`config.mk`:
```
export PLATFORM = sky130hd
export DESIGN_NAME = matrix_keypad_event_tracker
export DESIGN_NICKNAME = d
export VERILOG_FILES = /design/src/hdl/mket_pkg.sv /design/src/hdl/mket_ctrl.sv /design/src/hdl/mket_datapath.sv /design/src/hdl/matrix_keypad_event_tracker.sv
export VERILOG_INCLUDE_DIRS = /design/src /design/src/hdl
export SDC_FILE = /design/constraint.sdc
export NUM_CORES = 1
export LEC_CHECK = 0
export ABC_CLOCK_PERIOD_IN_PS = 11400
export BUFFER_PORTS_ARGS = -buffer_cell sky130_fd_sc_hd__buf_2
export CAP_MARGIN = 20
export CELL_PAD_IN_SITES_DETAIL_PLACEMENT = 1
export CELL_PAD_IN_SITES_GLOBAL_PLACEMENT = 2
export CORE_ASPECT_RATIO = 1.4
export CORE_MARGIN = 2
export CORE_UTILIZATION = 35
export CTS_BUF_LIST = sky130_fd_sc_hd__clkbuf_8
export CTS_CLUSTER_DIAMETER = 40
export DETAILED_ROUTE_END_ITERATION = 10
export GPL_TIMING_DRIVEN = 0
export PLACE_DENSITY_LB_ADDON = 0.1
export SLEW_MARGIN = 40
export SYNTH_ARGS = -nofsm -noshare
export SYNTH_HDL_FRONTEND = slang
export SYNTH_SLANG_ARGS = --single-unit
export TNS_END_PERCENT = 100
```
`constraint.sdc`:
```
create_clock -name clk_i -period 11.4 [get_ports clk_i]
set_clock_uncertainty 0.2 [all_clocks]
set_input_delay 1.14 -clock clk_i [delete_from_list [all_inputs] [get_ports clk_i]]
set_output_delay 1.14 -clock clk_i [all_outputs]
set_load 0.02 [all_outputs]
```
`src/hdl/matrix_keypad_event_tracker_macros.svh`:
```
// Assertion macros shared by the keypad event tracker RTL.
`ifndef MATRIX_KEYPAD_EVENT_TRACKER_MACROS_SVH
`define MATRIX_KEYPAD_EVENT_TRACKER_MACROS_SVH

// Property checked on every rising clock edge, switched off while in reset.
`define MKET_ASSERT(lbl, prop, msg) \
  lbl: assert property (@(posedge clk_i) disable iff (!rst_ni) (prop)) else $error(msg);

// Property checked on every rising clock edge with a caller-supplied disable.
`define MKET_ASSERT_DIS(lbl, dis, prop, msg) \
  lbl: assert property (@(posedge clk_i) disable iff (dis) (prop)) else $error(msg);

`endif

```
`src/hdl/mket_pkg.sv`:
```
// Types and constants shared by the keypad event tracker modules.
package mket_pkg;

  localparam int unsigned KEY_BITS    = 16;  // closure bitmap and held latch width
  localparam int unsigned SCODE_W     = 5;   // stored slot code, holds the empty marker
  localparam int unsigned KCODE_W     = 4;   // key code on the output
  localparam int unsigned SLOTIDX_W   = 4;   // slot index on the output
  localparam int unsigned CFG_DATA_W  = 16;
  localparam int unsigned CFG_IDX_W   = 2;
  localparam int unsigned KCNT_W      = 5;   // key counter, counts up to sixteen
  localparam logic [SCODE_W-1:0] EMPTY_CODE = 5'd31;
  localparam logic [KCNT_W-1:0]  KEY_LIMIT  = 5'd16;

  typedef enum logic [1:0] {
    KS_IDLE     = 2'd0,
    KS_PRESSED  = 2'd1,
    KS_HOLD     = 2'd2,
    KS_RELEASED = 2'd3
  } kstate_e;

  typedef enum logic [CFG_IDX_W-1:0] {
    CFG_DEBOUNCE = 2'd0,
    CFG_HOLD     = 2'd1,
    CFG_ROWS     = 2'd2,
    CFG_COLS     = 2'd3
  } cfg_idx_e;

  typedef enum logic [2:0] {
    FSM_IDLE,
    FSM_CHECK,
    FSM_FREE,
    FSM_KEY,
    FSM_FIN
  } fsm_e;

  // Controller to datapath
  typedef struct packed {
    logic accept;      // load tick, advance time
    logic scan_start;  // mark scan time, free idle slots, size key walk
    logic key_step;    // process current key
    logic fin;         // close scan: flush pending event with last flag
  } cmd_t;

  // Datapath to controller
  typedef struct packed {
    logic due;         // debounce interval exceeded
    logic keys_done;   // key walk complete
    logic ev_ok;       // room for a new event
    logic pend_valid;  // an event waits in the pending stage
    logic out_free;    // output register can load this cycle
  } sts_t;

endpackage

```
`src/hdl/mket_ctrl.sv`:
```
// Sequencing controller of the keypad event tracker.
module mket_ctrl (
  input  logic              clk_i,
  input  logic              rst_ni,
  input  logic              in_valid_i,
  output logic              in_ready_o,
  input  mket_pkg::sts_t    sts_i,
  output mket_pkg::cmd_t    cmd_o
);

  mket_pkg::fsm_e state_q, state_d;

  always_ff @(posedge clk_i or negedge rst_ni) begin
    if (!rst_ni) begin
      state_q <= mket_pkg::FSM_IDLE;
    end else begin
      state_q <= state_d;
    end
  end

  always_comb begin
    state_d    = state_q;
    cmd_o      = '0;
    in_ready_o = 1'b0;
    case (state_q)
      mket_pkg::FSM_IDLE: begin
        in_ready_o = 1'b1;
        if (in_valid_i) begin
          cmd_o.accept = 1'b1;
          state_d      = mket_pkg::FSM_CHECK;
        end
      end
      mket_pkg::FSM_CHECK: begin
        state_d = sts_i.due ? mket_pkg::FSM_FREE : mket_pkg::FSM_IDLE;
      end
      mket_pkg::FSM_FREE: begin
        cmd_o.scan_start = 1'b1;
        state_d          = mket_pkg::FSM_KEY;
      end
      mket_pkg::FSM_KEY: begin
        if (sts_i.keys_done) begin
          state_d = mket_pkg::FSM_FIN;
        end else if (sts_i.ev_ok) begin
          cmd_o.key_step = 1'b1;
        end
      end
      mket_pkg::FSM_FIN: begin
        if (!sts_i.pend_valid) begin
          state_d = mket_pkg::FSM_IDLE;
        end else if (sts_i.out_free) begin
          cmd_o.fin = 1'b1;
          state_d   = mket_pkg::FSM_IDLE;
        end
      end
      default: begin
        state_d = mket_pkg::FSM_IDLE;
      end
    endcase
  end

endmodule

```
`src/hdl/mket_datapath.sv`:
```
// Datapath of the keypad event tracker: timers, key list, latch, event stages.
module mket_datapath #(
  parameter int unsigned MAX_ROWS   = 4,
  parameter int unsigned MAX_COLS   = 4,
  parameter int unsigned LIST_SLOTS = 10
) (
  input  logic                                clk_i,
  input  logic                                rst_ni,
  input  logic                                cfg_we_i,
  input  logic [mket_pkg::CFG_IDX_W-1:0]      cfg_index_i,
  input  logic [mket_pkg::CFG_DATA_W-1:0]     cfg_data_i,
  input  logic [mket_pkg::KEY_BITS-1:0]       keys_i,
  input  mket_pkg::cmd_t                      cmd_i,
  output mket_pkg::sts_t                      sts_o,
  output logic                                out_valid_o,
  input  logic                                out_ready_i,
  output logic [mket_pkg::KCODE_W-1:0]        out_code_o,
  output mket_pkg::kstate_e                   out_state_o,
  output logic [mket_pkg::SLOTIDX_W-1:0]      out_slot_o,
  output logic                                out_last_o
);

  localparam int unsigned SLOT_IW = (LIST_SLOTS > 1) ? $clog2(LIST_SLOTS) : 1;
  localparam logic [3:0]  ROWS_MAX = 4'(MAX_ROWS);
  localparam logic [3:0]  COLS_MAX = 4'(MAX_COLS);

  // configuration
  logic [15:0] deb_q, hold_q;
  logic [2:0]  rows_q, cols_q;

  // timing and key tracking
  logic [31:0] now_q, last_q, hstart_q;
  logic [mket_pkg::KEY_BITS-1:0] raw_q, held_q;
  logic [mket_pkg::SCODE_W-1:0]  slot_code_q [LIST_SLOTS];
  mket_pkg::kstate_e             slot_st_q   [LIST_SLOTS];
  logic [mket_pkg::KCNT_W-1:0]   code_q, nkeys_q;

  // event stages
  logic                            pend_valid_q;
  logic [mket_pkg::KCODE_W-1:0]    pend_code_q;
  mket_pkg::kstate_e               pend_st_q;
  logic [mket_pkg::SLOTIDX_W-1:0]  pend_slot_q;
  logic                            out_valid_q, out_last_q;
  logic [mket_pkg::KCODE_W-1:0]    out_code_q;
  mket_pkg::kstate_e               out_st_q;
  logic [mket_pkg::SLOTIDX_W-1:0]  out_slot_q;

  // ---- configuration writes ----
  always_ff @(posedge clk_i or negedge rst_ni) begin
    if (!rst_ni) begin
      deb_q  <= 16'd10;
      hold_q <= 16'd500;
      rows_q <= 3'd4;
      cols_q <= 3'd4;
    end else if (cfg_we_i) begin
      case (mket_pkg::cfg_idx_e'(cfg_index_i))
        mket_pkg::CFG_DEBOUNCE: deb_q  <= cfg_data_i;
        mket_pkg::CFG_HOLD:     hold_q <= cfg_data_i;
        mket_pkg::CFG_ROWS:     rows_q <= cfg_data_i[2:0];
        mket_pkg::CFG_COLS:     cols_q <= cfg_data_i[2:0];
        default: ;
      endcase
    end
  end

  // ---- scan due and key count ----
  logic [15:0] deb_eff;
  logic [3:0]  rows_c, cols_c;
  logic [7:0]  prod;
  logic [mket_pkg::KCNT_W-1:0] nkeys_d;

  assign deb_eff = (deb_q == 16'd0) ? 16'd1 : deb_q;

  always_comb begin
    rows_c = {1'b0, rows_q};
    if (rows_c == 4'd0)         rows_c = 4'd1;
    else if (rows_c > ROWS_MAX) rows_c = ROWS_MAX;
    cols_c = {1'b0, cols_q};
    if (cols_c == 4'd0)         cols_c = 4'd1;
    else if (cols_c > COLS_MAX) cols_c = COLS_MAX;
    prod = 8'(rows_c) * 8'(cols_c);
    // codes of sixteen and above are never walked and never enter the list
    nkeys_d = (prod > 8'(mket_pkg::KEY_LIMIT)) ? mket_pkg::KEY_LIMIT : prod[4:0];
  end

  // ---- slot search: entry of current key and first free entry ----
  logic [mket_pkg::KCODE_W-1:0] kcode;
  logic               found, any_empty;
  logic [SLOT_IW-1:0] fidx, eidx;

  assign kcode = code_q[mket_pkg::KCODE_W-1:0];

  always_comb begin
    found     = 1'b0;
    any_empty = 1'b0;
    fidx      = '0;
    eidx      = '0;
    for (int i = LIST_SLOTS - 1; i >= 0; i--) begin
      if (slot_code_q[i] == {1'b0, kcode}) begin
        found = 1'b1;
        fidx  = SLOT_IW'(i);
      end
      if (slot_code_q[i] == mket_pkg::EMPTY_CODE) begin
        any_empty = 1'b1;
        eidx      = SLOT_IW'(i);
      end
    end
  end

  // ---- key step ----
  logic               closed, held, timeout, active;
  logic [SLOT_IW-1:0] sel;
  mket_pkg::kstate_e  cur_st, nst, ev_st;
  logic [mket_pkg::SCODE_W-1:0] ncode;
  logic ev, press, latch_set, latch_clr;

  assign closed  = raw_q[kcode];
  assign held    = held_q[kcode];
  assign timeout = (now_q - hstart_q) > {16'd0, hold_q};

  always_comb begin
    sel       = found ? fidx : eidx;
    active    = found || ((closed != held) && any_empty);
    cur_st    = found ? slot_st_q[fidx]
                      : (held ? mket_pkg::KS_HOLD : mket_pkg::KS_IDLE);
    nst       = cur_st;
    ncode     = {1'b0, kcode};
    ev        = 1'b0;
    ev_st     = mket_pkg::KS_IDLE;
    press     = 1'b0;
    latch_set = 1'b0;
    latch_clr = 1'b0;
    case (cur_st)
      mket_pkg::KS_IDLE: begin
        if (closed) begin
          nst = mket_pkg::KS_PRESSED; ev = 1'b1; ev_st = nst; press = 1'b1;
        end
      end
      mket_pkg::KS_PRESSED: begin
        if (timeout) begin
          nst = mket_pkg::KS_HOLD; ev = 1'b1; ev_st = nst;
        end else if (!closed) begin
          nst = mket_pkg::KS_RELEASED; ev = 1'b1; ev_st = nst;
        end
      end
      mket_pkg::KS_HOLD: begin
        if (!closed) begin
          nst = mket_pkg::KS_RELEASED; ev = 1'b1; ev_st = nst; latch_clr = 1'b1;
        end else begin
          // held and still closed: leave the list, remember in the latch
          nst = mket_pkg::KS_IDLE; ncode = mket_pkg::EMPTY_CODE; latch_set = 1'b1;
        end
      end
      default: begin
        nst = mket_pkg::KS_IDLE; ev = 1'b1; ev_st = nst;
      end
    endcase
  end

  logic do_step, new_ev, out_free;
  assign do_step  = cmd_i.key_step && active;
  assign new_ev   = do_step && ev;
  assign out_free = !out_valid_q || out_ready_i;

  // ---- time, tick and list state ----
  always_ff @(posedge clk_i or negedge rst_ni) begin
    if (!rst_ni) begin
      now_q    <= '0;
      last_q   <= '0;
      hstart_q <= '0;
      held_q   <= '0;
      code_q   <= '0;
      nkeys_q  <= '0;
      for (int i = 0; i < LIST_SLOTS; i++) begin
        slot_code_q[i] <= mket_pkg::EMPTY_CODE;
        slot_st_q[i]   <= mket_pkg::KS_IDLE;
      end
    end else begin
      if (cmd_i.accept) begin
        now_q <= now_q + 32'd1;
      end
      if (cmd_i.scan_start) begin
        last_q  <= now_q;
        code_q  <= '0;
        nkeys_q <= nkeys_d;
        for (int i = 0; i < LIST_SLOTS; i++) begin
          if (slot_st_q[i] == mket_pkg::KS_IDLE) begin
            slot_code_q[i] <= mket_pkg::EMPTY_CODE;
          end
        end
      end
      if (cmd_i.key_step) begin
        code_q <= code_q + 5'd1;
      end
      if (do_step) begin
        slot_code_q[sel] <= ncode;
        slot_st_q[sel]   <= nst;
        if (press)     hstart_q      <= now_q;
        if (latch_set) held_q[kcode] <= 1'b1;
        if (latch_clr) held_q[kcode] <= 1'b0;
      end
    end
  end

  always_ff @(posedge clk_i) begin
    if (cmd_i.accept) begin
      raw_q <= keys_i;
    end
  end

  // ---- event stages: pending holds the newest event until its successor
  //      or the end of scan decides its last flag ----
  always_ff @(posedge clk_i or negedge rst_ni) begin
    if (!rst_ni) begin
      pend_valid_q <= 1'b0;
      out_valid_q  <= 1'b0;
    end else begin
      if (out_valid_q && out_ready_i) out_valid_q <= 1'b0;
      if ((new_ev && pend_valid_q) || cmd_i.fin) out_valid_q <= 1'b1;
      if (new_ev)          pend_valid_q <= 1'b1;
      else if (cmd_i.fin)  pend_valid_q <= 1'b0;
    end
  end

  always_ff @(posedge clk_i) begin
    if ((new_ev && pend_valid_q) || cmd_i.fin) begin
      out_code_q <= pend_code_q;
      out_st_q   <= pend_st_q;
      out_slot_q <= pend_slot_q;
      out_last_q <= cmd_i.fin;
    end
    if (new_ev) begin
      pend_code_q <= kcode;
      pend_st_q   <= ev_st;
      pend_slot_q <= mket_pkg::SLOTIDX_W'(sel);
    end
  end

  assign out_valid_o = out_valid_q;
  assign out_code_o  = out_code_q;
  assign out_state_o = out_st_q;
  assign out_slot_o  = out_slot_q;
  assign out_last_o  = out_last_q;

  assign sts_o.due        = (now_q - last_q) > {16'd0, deb_eff};
  assign sts_o.keys_done  = (code_q == nkeys_q);
  assign sts_o.ev_ok      = !pend_valid_q || out_free;
  assign sts_o.pend_valid = pend_valid_q;
  assign sts_o.out_free   = out_free;

endmodule

```
`src/hdl/matrix_keypad_event_tracker.sv`:
```
// Top level of the matrix keypad event tracker.
// Each input transaction is one millisecond tick carrying the sampled key
// matrix (bit row*cols+col set when closed). Once the time since the last
// scan exceeds debounce_ms (zero acts as one), a scan frees idle list slots
// and then walks the keys in code order, stepping each listed key through
// idle, pressed, hold and released; every transition except the silent drop
// of a still-closed held key into the latch leaves as one output transaction,
// the final one of a scan flagged on tlast. After clamping, a scan walks
// min(rows_used*cols_used, 16) keys; a single key-step unit handles one key
// per cycle against all list slots in parallel while the event stages have
// room. Output back-pressure stalls the walk; one event is held back in a
// pending stage so its last flag is known before it is offered. The input is
// accepted only between ticks. Configuration writes are accepted at any time
// (cfg_ready_o is tied high) but belong between ticks. No clearing pass is
// needed after reset.
module matrix_keypad_event_tracker #(
  parameter int unsigned MAX_ROWS   = 4,
  parameter int unsigned MAX_COLS   = 4,
  parameter int unsigned LIST_SLOTS = 10
) (
  input  logic        clk_i,
  input  logic        rst_ni,
  // configuration write channel
  input  logic        cfg_valid_i,
  output logic        cfg_ready_o,
  input  logic [1:0]  cfg_index_i,
  input  logic [15:0] cfg_data_i,
  // tick input
  input  logic        s_axis_tvalid,
  output logic        s_axis_tready,
  input  logic [15:0] s_axis_tdata,   // [15:0] raw_keys
  // event output
  output logic        m_axis_tvalid,
  input  logic        m_axis_tready,
  output logic [15:0] m_axis_tdata,   // [3:0] key_code, [5:4] new_state,
                                      // [9:6] slot_index, [15:10] zero
  output logic        m_axis_tlast    // last_event
);

  mket_pkg::cmd_t cmd;
  mket_pkg::sts_t sts;

  logic [mket_pkg::KCODE_W-1:0]   out_code;
  mket_pkg::kstate_e              out_state;
  logic [mket_pkg::SLOTIDX_W-1:0] out_slot;

  assign cfg_ready_o = 1'b1;

  mket_ctrl u_ctrl (
    .clk_i      (clk_i),
    .rst_ni     (rst_ni),
    .in_valid_i (s_axis_tvalid),
    .in_ready_o (s_axis_tready),
    .sts_i      (sts),
    .cmd_o      (cmd)
  );

  mket_datapath #(
    .MAX_ROWS   (MAX_ROWS),
    .MAX_COLS   (MAX_COLS),
    .LIST_SLOTS (LIST_SLOTS)
  ) u_datapath (
    .clk_i       (clk_i),
    .rst_ni      (rst_ni),
    .cfg_we_i    (cfg_valid_i && cfg_ready_o),
    .cfg_index_i (cfg_index_i),
    .cfg_data_i  (cfg_data_i),
    .keys_i      (s_axis_tdata),
    .cmd_i       (cmd),
    .sts_o       (sts),
    .out_valid_o (m_axis_tvalid),
    .out_ready_i (m_axis_tready),
    .out_code_o  (out_code),
    .out_state_o (out_state),
    .out_slot_o  (out_slot),
    .out_last_o  (m_axis_tlast)
  );

  assign m_axis_tdata = {6'd0, out_slot, out_state, out_code};

  // ---- checks ----
`include "matrix_keypad_event_tracker_macros.svh"

  // closing a scan always drains the pending event
  `MKET_ASSERT(a_fin_drains, cmd.fin |=> !sts.pend_valid, "pending event left after scan close")
  // a scan never starts with a stale event in the pending stage
  `MKET_ASSERT(a_scan_clean, cmd.scan_start |-> !sts.pend_valid, "scan started with pending event")
  // a key is only stepped when its event has somewhere to go
  `MKET_ASSERT(a_step_room, cmd.key_step |-> sts.ev_ok, "key stepped without event room")
  // the block is never ready for a new tick in the cycle after it accepts one
  `MKET_ASSERT_DIS(a_busy_after_tick, !rst_ni, (s_axis_tvalid && s_axis_tready) |=> !s_axis_tready, "tick accepted on consecutive cycles")

endmodule

```
* Word level (Yosys, flattened, before mapping)
Cells that the tools add are included.
Storage, ports and cells: bits in registers 272, input port bits 39
Operators by class: add/sub/neg operators 4, multipliers 1, $lt $le $gt $ge 10, eq/ne operators 34, muxes and demuxes 118, bitwise operators 5, reductions and logical operators 38
Operators with widths (number):
- $mux 50 | 2
- $mux 4 | 23
- $mux 5 | 16
- $gt 32x16->1 | 2
- $mux 16 | 4
- $sub 32x32->32 | 2
- $bwmux 50 | 1
- $eq 5x4->1 | 10
- $eq 5x5->1 const B | 10
- $mux 1 | 44
- $add 32x1->32 const B | 1
- $logic_not 2->1 | 12
- $mux 2 | 11
- $bwmux 20 | 1
- $demux 5 s4 | 1
- $mux 3 | 6
- $and 16x16->16 | 1
- $logic_not 16->1 | 1
- $not 16->16 | 1
- $or 16x16->16 | 1
- $pmux 3 s5 | 1
- $pmux 2 s3 | 2
- $ge 5x5->1 const B | 2
- $not 4->5 | 2
- other kinds (28) | 53

* Depth between registers and ports, before layout
depth after elaboration 22, depth in mapped cells 25, depth with buffers taken out 25

* Cells and area by module
A second synthesis with hierarchy kept.
Second synthesis, totals: cell total of the unflattened synthesis 1690, area total of the unflattened synthesis 16776.1 µm²
Modules (own cells, without submodules):
- mket_datapath | times used 1, cells an instance 1663, area each 16534.6 µm², sequential area each 6991.7 µm²
- mket_ctrl | times used 1, cells an instance 18, area each 181.4 µm², sequential area each 75.1 µm²
- matrix_keypad_event_tracker | times used 1, cells an instance 9, area each 60.1 µm², sequential area each 0.0 µm²

* Worst setup path after synthesis
OpenSTA, ideal clock, no wires.
path type register -> register, start point reg u_datapath.now_q[5], end point reg u_datapath.out_code_q, in the netlist u_datapath.out_code_o[0] (enable), data arrival time 4521 ps, required time 10806 ps, slack 6285 ps, cell stages (with the launch flop) 18, path buffers 0, period minus slack after synthesis 5115 ps, cell sequence dfrtp_1 -> ha_1 -> a21o_1 -> or3_1 -> o21ai_0 -> nand2_1 -> xor2_1 -> ha_1 -> nand4_1 -> nor2_1 -> a211oi_1 -> a31oi_1 -> nor4_1 -> nand4_1 -> and4b_1 -> and4_1 -> a2111o_1 -> o21ai_0
Between the ends: longest elaborated chain between the ends 7
RTL lines:
- start: declaration | RTL line mket_datapath.sv:32 | logic [31:0] now_q, last_q, hstart_q;
- start signal: assignment | RTL line mket_datapath.sv:180 | now_q <= now_q + 32'd1;
- $sub 32x32->32 | RTL line mket_datapath.sv:119 | assign timeout = (now_q - hstart_q) > {16'd0, hold_q};
- $gt 32x16->1 | RTL line mket_datapath.sv:119
- $mux 1 | RTL line mket_datapath.sv:140 | if (timeout) begin
- $pmux 1 s3 | RTL line mket_datapath.sv:133 | case (cur_st)
- $logic_and 1x1->1 | RTL line mket_datapath.sv:162 | assign new_ev = do_step && ev;
- $logic_and 1x1->1 | RTL line mket_datapath.sv:226 | if ((new_ev && pend_valid_q) || cmd_i.fin) begin
- $logic_or 1x1->1 | RTL line mket_datapath.sv:226
- end signal: assignment | RTL line mket_datapath.sv:227 | out_code_q <= pend_code_q;
- end: declaration | RTL line mket_datapath.sv:44 | logic [mket_pkg::KCODE_W-1:0] out_code_q;
No other way between the ends. A chain may end at the register's enable or synchronous reset.

* Final worst setup path
start point reg u_datapath.now_q[5], end point reg u_datapath.pend_st_q[0] (data pin)
Between the ends: longest elaborated chain between the ends 4
RTL lines:
- $sub 32x32->32 | RTL line mket_datapath.sv:119
- $gt 32x16->1 | RTL line mket_datapath.sv:119
- $mux 2 | RTL line mket_datapath.sv:140
- $pmux 2 s3 | RTL line mket_datapath.sv:133
- end signal: assignment | RTL line mket_datapath.sv:234 | pend_st_q <= ev_st;
- end: declaration | RTL line mket_datapath.sv:41 | mket_pkg::kstate_e pend_st_q;
No other way between the ends.

==> results.md <==
* Worst setup path category: reg2reg
* Synth warn at 0
* CP Launch Type: flip-flop
* Detailed-route vias per instance at 5.31
* Congestion Overflow GR at 0
* Crit path largest cell delay at 0.57 ns
* DRT antenna net count at 0
* Initial antenna violation count at 1
* Core area at 48000 um2
* Wire length of the first global-routing pass at 83.3 mm
* Worst Tran Pin Value at 0.895 ns
* Worst setup path startpoint: u_datapath.now_q[5]$_DFFE_PN0P_
* # IOs at 59
* Count of different cell masters after synthesis at 85
* GRT Total Usage at 0.212
* Most common library cell in the layout ignoring fill and taps: dfrtp_1
* Clk sinks at 272
* Slew Limit Fails at 0
* Most used DFF post-synth: dfrtp_1
* Most frequent cells in the layout: dfrtp_1 (175), inv_1 (151), nor2_1 (143)
* RSZ-0062 raised after global routing: no
* Later-pin clock latency in the skew report at 0.64 ns
* Sequential-to-total area share from yosys stat at 0.414
* Total area of sequential cells at 7070 um2
* Die Wd at 191 um
* Kind of cell adding the most delay to the critical path: simple AND/OR/NAND/NOR gates
* Reg2reg path depth at 17
* Fmax at 168 MHz
* Syn Inst Count at 1742
* Row count at 95
* P per Cell Area at 239 nW/um2
* R2R Path Start: u_datapath.now_q[5]$_DFFE_PN0P_
* Hold crit path type: in2async
* First-pass DRT Iterations at 4
* Element type at the critical path end: flip-flop
* Setup TNS Final at 0 ns
* Die Y at 265 um
* Tcrit/Tclk final at 0.521
* WP depth at 17
* Ranking of synthesized cells by area: dfrtp_1 (26%), dfstp_2 (9.2%), ha_1 (7.9%)
* Cts-stage hold buffer count at 0
* # Post-CTS Setup Buffers at 0
* Top Usage Layer GRT: met2
* DR vias at 13400
* Clock buffer depth at 3
* Number of buffers created by CTS at 53
* Met3 Use GR at 0.0276
* PostCTS Resize Cnt at 0
* Top cell type's share of synthesized area at 0.257
* Yosys reg bits at 272
* Multi-input gate area at 9260 um2
* CTS root buf: clkbuf_8
* GRT met2 Usage at 0.398
* Area leader, netlist: dfrtp_1
* Slowest CP cell: dfrtp_1
* Worst R2R End: u_datapath.pend_st_q[0]$_SDFFCE_PN0P_
* IO Port Bufs at 51
* R2r setup slk at 5.46 ns
* Status: finished, final reports clean
* Final wirelength at 51.9 mm
* Crit Path Max Fanout at 9
* Hold Vio Cnt, Final at 0
* Nets at 2006
* Post-DP HPWL at 40.0 mm
* Netlist Area Pre-Place at 17100 um2
* Largest net degree at the start of global routing at 70
* Iter 0 DRT Violations at 486
* Worst Path Buf+Inv at 0
* Tmin final at 5.94 ns
* GPL Wtd Cong at 0.816
* DR WL/cell at 20.5 um
* Worst Setup EP: u_datapath.pend_st_q[0]$_SDFFCE_PN0P_
* Peak VDD IR at 0.174 mV
* Async SR Flop Fraction at 0.864
* Critical Path AT at 6.09 ns
* CTS clk-pin slew, worst paths at 0.06 ns
* Area Growth Syn to Fin at 14.0%
* Die area at 50500 um2
* Post-synth EDFFs at 37
* Share of cells above drive strength 1 at 0.169
* GRT met1 Usage at 0.233
* Core Util, Final at 0.405
* Post-route DRC at 0
* Critical-path cell list: ha_1 > a21o_1 > or3_1 > o21ai_0 > nand2_1 > xor2_1 > ha_1 > nand4_1 > nor2_1 > a211oi_1 > a31oi_1 > nor4b_1 > o2111ai_1 > or3_1 > nor4_1 > a21oi_1 > o21ai_0
* Static Leak at 8.90 nW
* Max-cap violations at 0
* FILL cells at 5532
* Starting Density at 0.355
* Vias in the first global route at 14800
* Synth Area per Inst at 9.79 um2
* CTS tree: built
* # setup viols final at 0
* Slew HR at 0.403
* Worst EP required at 11.55 ns
* H-Tree Depth at 2
where the power goes:
group	switching [mW]	internal (mW)	leakage, nW
logic	1.42	0.899	4.98
registers	0.107	1.15	3.28
clock network	0.462	0.606	0.634
total	1.99	2.66	8.90
worst min-delay path by stage:
stage                                                      from                                  end  slack, ns  cells past startpoint
final                                                    rst_ni     u_datapath.held_q[3]$_DFFE_PN0P_       0.19                      1
after global routing                                     rst_ni     u_datapath.held_q[4]$_DFFE_PN0P_       0.21                      1
after CTS                                                rst_ni     u_datapath.cols_q[0]$_DFFE_PN0P_       0.18                      1
after detailed placement    u_datapath.pend_slot_q[0]$_DFFE_PP_   u_datapath.out_slot_o[0]$_DFFE_PP_       0.21                      0
after global placement    u_datapath.pend_st_q[1]$_SDFFCE_PN0P_  u_datapath.out_state_o[1]$_DFFE_PP_       0.21                      0
after floorplan             u_datapath.pend_code_q[0]$_DFFE_PP_   u_datapath.out_code_o[0]$_DFFE_PP_       0.20                      0
area by class of cell:
type	instances	area share
Clock inverter	35	0.0152
Antenna cell	1	0.000129
Clock buffer	64	0.0453
Inverter	138	0.0267
Buffer	56	0.0143
Timing Repair Buffer	54	0.0179
Sequential cell	272	0.364
Multi-Input combinational cell	1281	0.476
Tap cell	630	0.0406
flip-flops by register name, summed over array words and instances (netlist names), 2 cells and up:
register / flops
u_datapath.slot_code_q: 50
u_datapath.hstart_q: 32
u_datapath.last_q: 32
u_datapath.now_q: 32
u_datapath.slot_st_q: 20
u_datapath.deb_q: 16
u_datapath.held_q: 16
u_datapath.hold_q: 16
u_datapath.raw_q: 16
u_datapath.code_q: 5
u_datapath.nkeys_q: 5
u_datapath.out_code_o: 4
u_datapath.out_slot_o: 4
u_datapath.pend_code_q: 4
u_datapath.pend_slot_q: 4
u_ctrl.state_q: 3
u_datapath.cols_q: 3
u_datapath.rows_q: 3
u_datapath.out_state_o: 2
u_datapath.pend_st_q: 2
layer usage:
metal	wire length (um)	vias up
li1	-	6456
met3	1190	109
met1	20400	6700
met2	27700	163
met5	0	-
met4	2660	0
worst reg2reg max path: stages, from the launching register on:
cell       delay (ns)
dfrtp_1          0.57
ha_1             0.36
a21o_1           0.23
or3_1            0.33
o21ai_0          0.47
nand2_1          0.29
xor2_1           0.36
ha_1             0.31
nand4_1          0.11
nor2_1           0.08
a211oi_1         0.20
a31oi_1          0.12
nor4b_1          0.28
o2111ai_1        0.15
or3_1            0.35
nor4_1           0.56
a21oi_1          0.15
o21ai_0          0.55
metrics by stage:
step	setup slack [ns]	cell area (um2)	std cells	power [mW]	hold WS [ns]
3_3_place_gp	4.46	18100	2428	3.56	0.206
5_1_grt	4.97	19400	2531	5.04	0.206
2_1_floorplan	6.28	17100	1747	2.84	0.200
6_report	5.46	19400	2531	4.65	0.192
4_1_cts	5.31	19400	2530	4.74	0.177
3_5_place_dp	5.37	18300	2431	3.63	0.213
cells in the mapped netlist, drive strengths merged, types with 7 or more instances:
| cell | number |
|---|---|
| o21bai | 11 |
| nor3b | 7 |
| nand3 | 55 |
| o21ai | 111 |
| a21oi | 84 |
| xnor2 | 79 |
| buf | 22 |
| o22ai | 7 |
| a2111oi | 7 |
| nor4 | 14 |
| a31oi | 7 |
| inv | 138 |
| a211oi | 14 |
| and4 | 7 |
| o21a | 11 |
| nor2b | 8 |
| mux2 | 88 |
| xor2 | 37 |
| dfrtp | 175 |
| ha | 108 |
| nor2 | 149 |
| o211ai | 7 |
| and2 | 12 |
| clkbuf | 34 |
| dfstp | 60 |
| and3 | 13 |
| nor3 | 35 |
| a21o | 23 |
| edfxtp | 37 |
| mux2i | 67 |
| nand4 | 37 |
| nand2b | 31 |
| mux4 | 10 |
| nand2 | 129 |
| or3 | 7 |
cells by family after synthesis:
kind of cell / after synthesis / synth area share
muxes: 165 / 0.111
AOI/OAI and AO/OA: 347 / 0.131
adders and majority gates: 111 / 0.0828
other: 2 / 0.000440
and+or+nand+nor: 535 / 0.154
xor gates and xnor gates: 116 / 0.0596
buffers and inverters: 194 / 0.0463
DFF: 272 / 0.414
Note: power is estimated with default switching activity, not from simulation.
